--- config.mk ---
export PLATFORM = sky130hd
export DESIGN_NAME = qpht_ctrl
export DESIGN_NICKNAME = d
export VERILOG_FILES = /design/src/hw/rtl/qpht_pkg.sv /design/src/hw/rtl/qpht_ctrl.sv
export SDC_FILE = /design/constraint.sdc
export NUM_CORES = 1
export LEC_CHECK = 0
export ABC_CLOCK_PERIOD_IN_PS = 1700
export BUFFER_PORTS_ARGS = -buffer_cell sky130_fd_sc_hd__buf_2
export CORE_AREA = 2 2 39 41
export CTS_BUF_LIST = sky130_fd_sc_hd__clkbuf_8
export DETAILED_ROUTE_END_ITERATION = 10
export DIE_AREA = 0 0 41 43
export PLACE_DENSITY = 0.53
export RECOVER_POWER = 50
export SKIP_CTS_REPAIR_TIMING = 1
export SYNTH_ARGS = -nofsm -noshare
export SYNTH_HDL_FRONTEND = slang
export SYNTH_SLANG_ARGS = --single-unit
--- constraint.sdc ---
create_clock -name clk -period 1.7 [get_ports clk]
set_input_delay 0.34 -clock clk [delete_from_list [all_inputs] [get_ports clk]]
set_output_delay 0.34 -clock clk [all_outputs]
set_load 0.01 [all_outputs]
--- src/hw/rtl/qpht_pkg.sv ---
// Package for the quadratic-probe hash table: widths, status and action codes,
// and the command/status structs between controller and datapath.
// No dependencies.
`default_nettype none

package qpht_pkg;

  localparam int TableDepth = 256;
  localparam int SlotW      = $clog2(TableDepth);
  localparam int SizeW      = SlotW + 1;
  localparam int KeyW       = 31;
  localparam int PayW       = 64;
  localparam int DivSteps   = KeyW;
  localparam int DivCntW    = $clog2(DivSteps);

  localparam logic [SizeW-1:0] SizeReset = SizeW'(TableDepth);

  typedef enum logic [1:0] {
    ST_INSERTED  = 2'd0,
    ST_FULL      = 2'd1,
    ST_DELETED   = 2'd2,
    ST_NOT_FOUND = 2'd3
  } status_t;

  typedef enum logic {
    ACT_INSERT = 1'b0,
    ACT_DELETE = 1'b1
  } action_t;

  // Commands from the controller to the datapath.
  typedef struct packed {
    logic load;         // latch a new item and clear the divider
    logic div_en;       // one restoring-division step
    logic probe_start;  // reset probe sequence and check stage
    logic probe_en;     // issue the next probe
    logic finish;       // update the table and write the result register
  } cmd_t;

  // Status from the datapath to the controller.
  typedef struct packed {
    logic div_last;   // current division step is the final one
    logic found;      // checked slot satisfies the operation
    logic exhausted;  // last probe checked with no match
    logic out_free;   // result register can take a new result
  } sts_t;

endpackage

`default_nettype wire

--- src/hw/rtl/qpht_ctrl.sv ---
// Controller state machine: accept, divide for the home slot, probe, finish.
// Depends on qpht_pkg.
`default_nettype none

module qpht_ctrl (
  input  logic          clk,
  input  logic          rst,
  input  logic          in_valid,
  output logic          in_ready,
  input  qpht_pkg::sts_t sts,
  output qpht_pkg::cmd_t cmd
);
  import qpht_pkg::*;

  typedef enum logic [3:0] {
    S_IDLE  = 4'b0001,
    S_DIV   = 4'b0010,
    S_PROBE = 4'b0100,
    S_DONE  = 4'b1000
  } state_t;

  state_t state, state_next;

  always_ff @(posedge clk) begin
    if (rst) begin
      state <= S_IDLE;
    end else begin
      state <= state_next;
    end
  end

  always_comb begin
    state_next = state;
    cmd        = '0;
    in_ready   = 1'b0;
    unique case (state)
      S_IDLE: begin
        in_ready = 1'b1;
        if (in_valid) begin
          cmd.load   = 1'b1;
          state_next = S_DIV;
        end
      end
      S_DIV: begin
        cmd.div_en = 1'b1;
        if (sts.div_last) begin
          cmd.probe_start = 1'b1;
          state_next      = S_PROBE;
        end
      end
      S_PROBE: begin
        // Stop issuing once a decision is made so the check stage holds it.
        if (sts.found || sts.exhausted) begin
          state_next = S_DONE;
        end else begin
          cmd.probe_en = 1'b1;
        end
      end
      S_DONE: begin
        if (sts.out_free) begin
          cmd.finish = 1'b1;
          state_next = S_IDLE;
        end
      end
      default: begin
        state_next = S_IDLE;
      end
    endcase
  end

endmodule

`default_nettype wire

# Yosys cells after proc, flatten, opt, wreduce, memory -nomap -nowiden
# Index checks and enable logic that the tools add are counted.
# classes
order_cmp	0
n_eq_ne	8
div	0
addsub	0
shifts	0
reduce_logical	2
multipliers	0
muxes	14
bitwise	0
# ops
operator	count
two-way mux 4 bit	4
one-hot mux 4 bit (4 select lines)	1
two-way mux 1 bit	8
inequality test 2 bit (second input constant)	4
== test 4 x 1 -> 1 bit (second input constant)	1
== test 4 x 2 -> 1 bit (second input constant)	1
== test 4 x 3 -> 1 bit (second input constant)	1
== test 4 bit (second input constant)	1
AND reduction 4 bit	1
two-way mux 2 bit	1
logical OR 1 bit	1
# word_totals
romBits	0
latch_bits	0
mem_bits_rw	0
word_cells	25
register_bits	4
mem_count	0
inputBits	7
out_inout_bits	6

# Depth between registers and ports, before layout
# Gate-level depths: netlist of the first run.
# depth
depth_word	3
mapped_depth	4
depth_no_buf	4

# Worst setup path before layout of the first run
# No wires, ideal clock.
# synth_timing
path_type	register to register
startpoint	register state[3]
endpoint	register state[3]
setup_ns	0.123
synth_period_minus_slack_ns	1.715
n_path_buf	0
path_stages_with_launch	5
arrival_time_ns	1.592
setup_slack_ns	-0.015
required_time_ns	1.577
path_cell_list	dfxtp_1 -> nor4b_1 -> nand2b_1 -> nand3_2 -> mux2_1
# synth_via
elab_chain_len	3
elab_cells_between_ends	10
cone_classes	eq/ne: 8; mux: 1; reduce/logical: 1
# synth_rtl
element	line_no	rtl
start: declaration	qpht_ctrl.sv:22	state_t state, state_next;
start signal: assignment	qpht_ctrl.sv:28	state <= state_next;
== test 4 x 3 -> 1 bit, or another cell as far along	qpht_ctrl.sv:36	unique case (state)
inequality test 2 bit (no source line)	n/a	
AND reduction 4 bit (no source line)	n/a	
# Parallel ways exist; a longest one is shown, timed or not.
# A chain may end at the register's enable or synchronous reset.

==> metrics.md, run 1 <==
| Metric | Value |
|---|---|
| Power per Cell Area | `830.3 mW/mm^2` |
| Top flop regs | `state: 4 flops` |
| Critical path required time | `1360 ps` |
| CTS buffer count | `3` |
| Pint | `309.5 uW` |
| Mux cell area share after synthesis | `under 10%` |
| Failing checks | `setup timing` |
| Mean post-synth cell area | `just under 8 um^2` |
| Synth Warn # | `0` |
| GRT Residual Overflow | `0` |
| Seq. cell area | `83.83 um^2` |
| WHS | `around 340 ps` |
| Max_slew headroom | `84.44%` |
| Slew Limit Fails | `0` |
| Max Fclk | `0.5246 GHz` |
| P_sw | `92.60 uW` |
| Clock Path Buffers | `2` |
| H-tree depth | `1` |
| Area of the multi-input gates | `201.4 um^2` |
| Period Utilization, post-route | `112.1%` |
| Die H | `43 um` |
| Most used flip-flop cell after synthesis | `dfxtp_1` |
| Vias | `~300` |
| Die width | `~41 um` |
| Synth cell types | `18` |
| Ratio of cells with drive above 1 in the final layout | `58.18%` |
| Final RePlAce weighted congestion | `0.7892` |
| Initial antenna violation count | `0` |
| Routed Antenna Nets | `0` |
| Synth Instances | `33` |
| Clock sinks | `4` |
| Clock Skew | `0.9325 ps` |
| Synth area leaders | `dfxtp_1, nor4b_1, a21oi_1, inv_1, nand2_1` |
| Outcome | `complete, but fails checks` |
| Synth top area share | `roughly 31%` |
| Tightest Pin Transition | `232.4 ps` |
| Cell Area, Synth | `259.0 um^2` |
| Starting DRC count in detailed routing | `0` |
| Asr flop ratio synth | `0%` |
| Cell breakdown of the critical path | `or4b_4 -> or3_4 -> inv_2 -> buf_6` |
| Via density | `4.239` |
| Hpwl dp | `540.4 um` |
| CTS tree | `done` |
| IO Count | `13` |
| Core area | `0.001384 mm^2` |
| Worst path top cell family by delay | `simple AND/OR/NAND/NOR gates` |
| Row count | `14` |
| Crit-path max FO | `4` |
| R2R setup slack | `roughly 10 ps` |
| Layout area overhead | `86.96%` |
| Worst skew pair latency | `~210 ps` |
| HP Class | `input port to register` |
| First-pass GRT wire length | `1048 um` |
| Max reg flops | `4` |
| Post-DP Area | `between 300 and 400 um^2` |
| Final Hold Viols | `0` |
| Clock root buffer | `clkbuf_8` |
| Largest area contributor in the netlist | `dfxtp_1` |
| Worst vdd ir | `0.3957 mV` |
| Compound-gate portion of the synthesized area | `14.98%` |
| Vias in the first global route | `297` |
| Adder-Cell Fraction of Synth Area | `0%` |
| Gate power share | `25.5%` |
| 1st-pass router iterations | `1` |
| EDFF count, synth | `0` |
| Number of nets in the layout | `between 60 and 70` |
| RSZ-0062 raised after global routing | `true` |
| Clock transition at path regs | `about 30 ps` |
| Slowest cell on crit path | `or4b_4` |
| Fill cell count | `around 160` |
| DRC | `0` |
| Post-Layout Inst Area | `484.2 um^2` |
| GRT Total Usage | `8.936%` |
| Sw frac | `23.03%` |
| # diodes | `0` |
| Syn_nets | `40` |
| Final count of negative-setup-slack endpoints | `1` |
| Post-synthesis sequential area ratio | `30.92%` |
| Static Leak | `0.2450 nW` |
| Worst Setup End Kind | `output pin` |
| Seq cells post-synth | `4` |
| DIE AREA | `0.001763 mm^2` |
| Most flops, register | `state` |
| Worst Slack Setup Final | `-206.1 ps` |
| Port Buffer Count | `12` |
| Initial Util | `a little under a fifth` |
| Final Routed Wirelength | `694 um` |
| CP arrival | `1570 ps` |
| Crit path time final | `1906 ps` |
| Largest family of logic cells by synthesized area | `simple AND/OR/NAND/NOR gates` |
| CP Launch Type | `register` |
| Simple-Gate Fraction of Synth Area | `40.58%` |
| Worst setup path category | `register to output pin` |
| Sequential share of power | `26.3%` |
| Worst path bufs/invs | `2` |
| Max_cap viols | `0` |
| Max incr delay on CP | `between 500 and 600 ps` |
| Clock network power share | `48.2%` |
| DR WL/cell | `approximately 10 um` |
| XOR/XNOR Fraction of Synth Area | `3.382%` |
| Largest net degree at the start of global routing | `8` |
[cells in the final DEF, fill, tap and decap left out, types with 2 or more instances in the layout]
cell type | Yosys | layout
nand2_1 | 4 | 4
o21ai_0 | 2 | 2
dfxtp_2 | 0 | 3
a21oi_1 | 3 | 3
buf_2 | 0 | 11
buf_4 | 0 | 6
buf_6 | 0 | 2
nor3b_1 | 2 | 2
nor4b_4 | 0 | 2
inv_1 | 4 | 3
nor2_1 | 2 | 2
clkbuf_8 | 0 | 3
[worst reg2reg max path, delay by kind of cell (launching register included)]
family,cells,cell delay (ps)
DFF,1,310
muxes,1,300
and+or+nand+nor,3,980
[worst paths after layout]
check | end | depth (start not counted) | from
setup / recovery | cmd[1] | 4 | state[1]
hold / removal | state[1] | 2 | rst
setup reg to reg | state[3] | 4 | state[1]
hold reg to reg | state[2] | 3 | state[1]
[metal layers]
| layer | routed length [um] | track usage [%] |
|---|---|---|
| met1 | 307 | 9.325 |
| met2 | 369 | 14.06 |
| met3 | 17 | 1.571 |
| met4 | 0 | 8.000 |
| met5 | 0 | 0 |
[per-stage QoR]
stage | setup WS [ps] | total power, mW | setup TNS (ps) | utilization (%) | instances
final | -206.1 | 0.4021 | -206.1 | 34.99 | 71
after global placement | 5.696 | 0.1874 | 0 | 27.85 | 66
after CTS | -242.9 | 0.3885 | -266.3 | 30.83 | 69
after floorplan | 3.475 | 0.1476 | 0 | - | 33
after detailed placement | -12.70 | 0.1881 | -25.26 | 27.85 | 66
after global routing | -240.6 | 0.4183 | -270.0 | 34.99 | 71
[area by class of cell]
class | count | area share (%)
Multi-Input combinational cell | 25 | 41.60
Timing Repair Buffer | 19 | 25.32
Sequential cell | 4 | 17.31
Clock buffer | 3 | 8.527
Tap cell | 16 | 4.134
Inverter | 4 | 3.101
[cells in the mapped netlist, types with 2 or more instances]
master   instances
nor4b_1          2
o21ai_0          2
inv_1            4
dfxtp_1          4
nand2_1          4
a21oi_1          3
nor3b_1          2
nor2_1           2
[cell families (layout without fill, tap and decap cells)]
kind of cell           after synthesis  count (layout)
AO/OA/AOI/OAI                        7               7
XOR/XNOR                             1               1
buffers and inverters                4              26
flip-flops                           4               4
multiplexers                         1               1
AND/OR/NAND/NOR                     16              16
[power groups by stage]
stage | clock (mW) | combinational [mW] | sequential, mW
floorplan | 0 | 0.0367 | 0.111
global placement | 0 | 0.0823 | 0.105
detailed placement | 0 | 0.0823 | 0.106
CTS | 0.201 | 0.0826 | 0.104
global route | 0.201 | 0.111 | 0.107
finish | 0.194 | 0.103 | 0.106
Note: power is estimated with default switching activity, not from simulation.
==> run 2: changes to the inputs <==
--- a/config.mk
+++ b/config.mk
@@ -8,7 +8,7 @@
 export ABC_CLOCK_PERIOD_IN_PS = 1700
 export BUFFER_PORTS_ARGS = -buffer_cell sky130_fd_sc_hd__buf_2
 export CORE_AREA = 2 2 39 41
-export CTS_BUF_LIST = sky130_fd_sc_hd__clkbuf_8
+export CTS_BUF_LIST = sky130_fd_sc_hd__clkbuf_4
 export DETAILED_ROUTE_END_ITERATION = 10
 export DIE_AREA = 0 0 41 43
 export PLACE_DENSITY = 0.53
==> run 2 against run 1 <==
Sequential power about the same. Final cell count unchanged. The flow still finishes with violations (setup timing). Final area down 3.9%. Maximum frequency down 0.92%. Register-to-register slack about the same. Highest routed layer unchanged.
==> metrics.md, run 2 (synthesis gave the netlist of run 1 again) <==
| Metric | Value |
|---|---|
| Outcome | `complete, but fails checks (unchanged)` |
| Failing checks | `setup timing (unchanged)` |
| RR Startpoint | `state[1] (unchanged)` |
| Row count | `14 (unchanged)` |
| RSZ-0062 raised after global routing | `true (unchanged)` |
| Post-Layout Inst Area | `465.4 um^2 (was 484.2 um^2)` |
| Fill cell count | `165 (was 164)` |
| Layout area overhead | `79.71% (was 86.96%)` |
| Hpwl dp | `540.4 um (unchanged)` |
| Setup crit start | `state[1] (unchanged)` |
| Post-DP Area | `385.4 um^2 (unchanged)` |
| Core area | `0.001384 mm^2 (unchanged)` |
| Cell breakdown of the critical path | `or4b_4 -> or3_4 -> inv_2 -> buf_6 (unchanged)` |
| Critical path required time | `1360 ps (about the same)` |
| Total power | `320.3 uW (was 402.1 uW)` |
| Routed Antenna Nets | `0 (unchanged)` |
| Clock transition at path regs | `40 ps (was 30 ps)` |
| Initial Util | `18.72% (unchanged)` |
| Setup TNS | `-223.7 ps (was -206.1 ps)` |
| Clock Path Buffers | `2 (unchanged)` |
| Max_cap viols | `0 (unchanged)` |
| R2R setup slack | `10 ps (about the same)` |
| CP arrival | `1580 ps (was 1570 ps)` |
| Initial antenna violation count | `0 (unchanged)` |
| First-pass GRT wire length | `1048 um (unchanged)` |
| Largest net degree at the start of global routing | `8 (unchanged)` |
| Ratio of cells with drive above 1 in the final layout | `58.18% (unchanged)` |
| Final Hold Viols | `0 (unchanged)` |
| Crit path time final | `1924 ps (was 1906 ps)` |
| Worst vdd ir | `0.2917 mV (was 0.3957 mV)` |
| Worst path bufs/invs | `2 (unchanged)` |
| CTS tree | `done (unchanged)` |
| Final RePlAce weighted congestion | `0.7892 (unchanged)` |
| Worst setup path category | `register to output pin (unchanged)` |
| Worst path top cell family by delay | `simple AND/OR/NAND/NOR gates (unchanged)` |
| DIE AREA | `0.001763 mm^2 (unchanged)` |
| Via density | `4.239 (unchanged)` |
| Worst skew pair latency | `230 ps (was 210 ps)` |
| Hold depth | `2 (unchanged)` |
| IO Count | `13 (unchanged)` |
| Port Buffer Count | `12 (unchanged)` |
| Max_slew headroom | `84.44% (unchanged)` |
| Final Routed Wirelength | `684 um (was 694 um)` |
| Die width | `41 um (unchanged)` |
| GRT Total Usage | `8.936% (unchanged)` |
| Power per Cell Area | `688.1 mW/mm^2 (was 830.3 mW/mm^2)` |
| Clock root buffer | `clkbuf_4 (was clkbuf_8)` |
| Area of the multi-input gates | `201.4 um^2 (unchanged)` |
| Max Fclk | `0.5198 GHz (was 0.5246 GHz)` |
| Leading cell type in the layout, fill and taps excluded | `buf_2 (unchanged)` |
| Crit path depth | `4 (unchanged)` |
| Final count of negative-setup-slack endpoints | `1 (unchanged)` |
| RR Endpoint | `state[3] (unchanged)` |
| Clock Skew | `1.515 ps (was 0.9325 ps)` |
| Worst Slack Setup Final | `-223.7 ps (was -206.1 ps)` |
| Period Utilization, post-route | `113.2% (was 112.1%)` |
| Most frequent cells in the layout | `buf_2, buf_4, nand2_1 (unchanged)` |
| Vias in the first global route | `297 (unchanged)` |
| Crit-path max FO | `4 (unchanged)` |
| Seq. cell area | `83.83 um^2 (unchanged)` |
| Tightest Pin Transition | `232.4 ps (unchanged)` |
| HP Class | `input port to register (unchanged)` |
| Vias | `301 (unchanged)` |
| 1st-pass router iterations | `1 (unchanged)` |
| Slew Limit Fails | `0 (unchanged)` |
| Hold Crit Start | `rst (unchanged)` |
| Max reg flops | `4 (unchanged)` |
| Worst Setup End Kind | `output pin (unchanged)` |
| H-tree depth | `1 (unchanged)` |
| DR WL/cell | `9.634 um (was 9.775 um)` |
| Worst R2R Path Depth | `4 (unchanged)` |
| # placed instances | `66 (unchanged)` |
| CTS buffer count | `3 (unchanged)` |
| DRC | `0 (unchanged)` |
| Clock sinks | `4 (unchanged)` |
| Top flop regs | `state: 4 flops (unchanged)` |
| Setup crit end | `cmd[1] (unchanged)` |
| Most flops, register | `state (unchanged)` |
| # diodes | `0 (unchanged)` |
| Max incr delay on CP | `530 ps (about the same)` |
| CP Launch Type | `register (unchanged)` |
| Non-Filler Instances | `71 (unchanged)` |
| Die H | `43 um (unchanged)` |
| GRT Residual Overflow | `0 (unchanged)` |
| Starting DRC count in detailed routing | `0 (unchanged)` |
| Static Leak | `0.2373 nW (was 0.2450 nW)` |
| Slowest cell on crit path | `or4b_4 (unchanged)` |
| Number of nets in the layout | `64 (unchanged)` |
[run 2: changes by cell type in the layout (fill, tap and decap cells not counted)]
cell and change:
clkbuf_8 -3, clkbuf_4 +3
[run 2: layer usage]
layer	share of wire, %	up-vias	wire length (um)	GRT usage [%]
met4	0	0	0	8.000
met1	44	136	298	9.325
met3	2.5	0	17	1.571
met5	0	-	0	0
li1	-	162	-	-
met2	54	3	368	14.06
[run 2: layout make-up]
| type | instances | share of cell area, % |
|---|---|---|
| multi-input combinational | 25 | 43.28 |
| inverter | 4 | 3.226 |
| tap | 16 | 4.301 |
| sequential | 4 | 18.01 |
| clock buffer | 3 | 4.839 |
| timing repair buffer | 19 | 26.34 |
[run 2: per-stage QoR]
step	utilization [%]	hold WS, ps	setup WS [ps]
final	33.63	324.4	-223.7
after global routing	33.63	332.4	-262.3
after CTS	29.48	325.5	-265.9
after detailed placement	27.85	571.7	-12.70
after global placement	27.85	578.8	5.696
after floorplan	-	401.7	3.475
[run 2: power by group]
| part | switching, mW | total (mW) | internal [mW] |
|---|---|---|---|
| combinational | 0.0454 | 0.103 | 0.0572 |
| clock | 0.0334 | 0.112 | 0.0786 |
| sequential | 0.00402 | 0.106 | 0.102 |
[run 2: worst min path at each step]
stage | to | slack, ps
after floorplan | state[2] | 400
after global placement | state[1] | 580
after detailed placement | state[2] | 570
after CTS | state[2] | 330
after global routing | state[1] | 330
final | state[1] | 320
[run 2: worst reg2reg max path, stage by stage (launching register included)]
cell     delay [ps]
dfxtp_2         310
or4b_4          530
or3_4           370
nand3_2          80
mux2_4          300
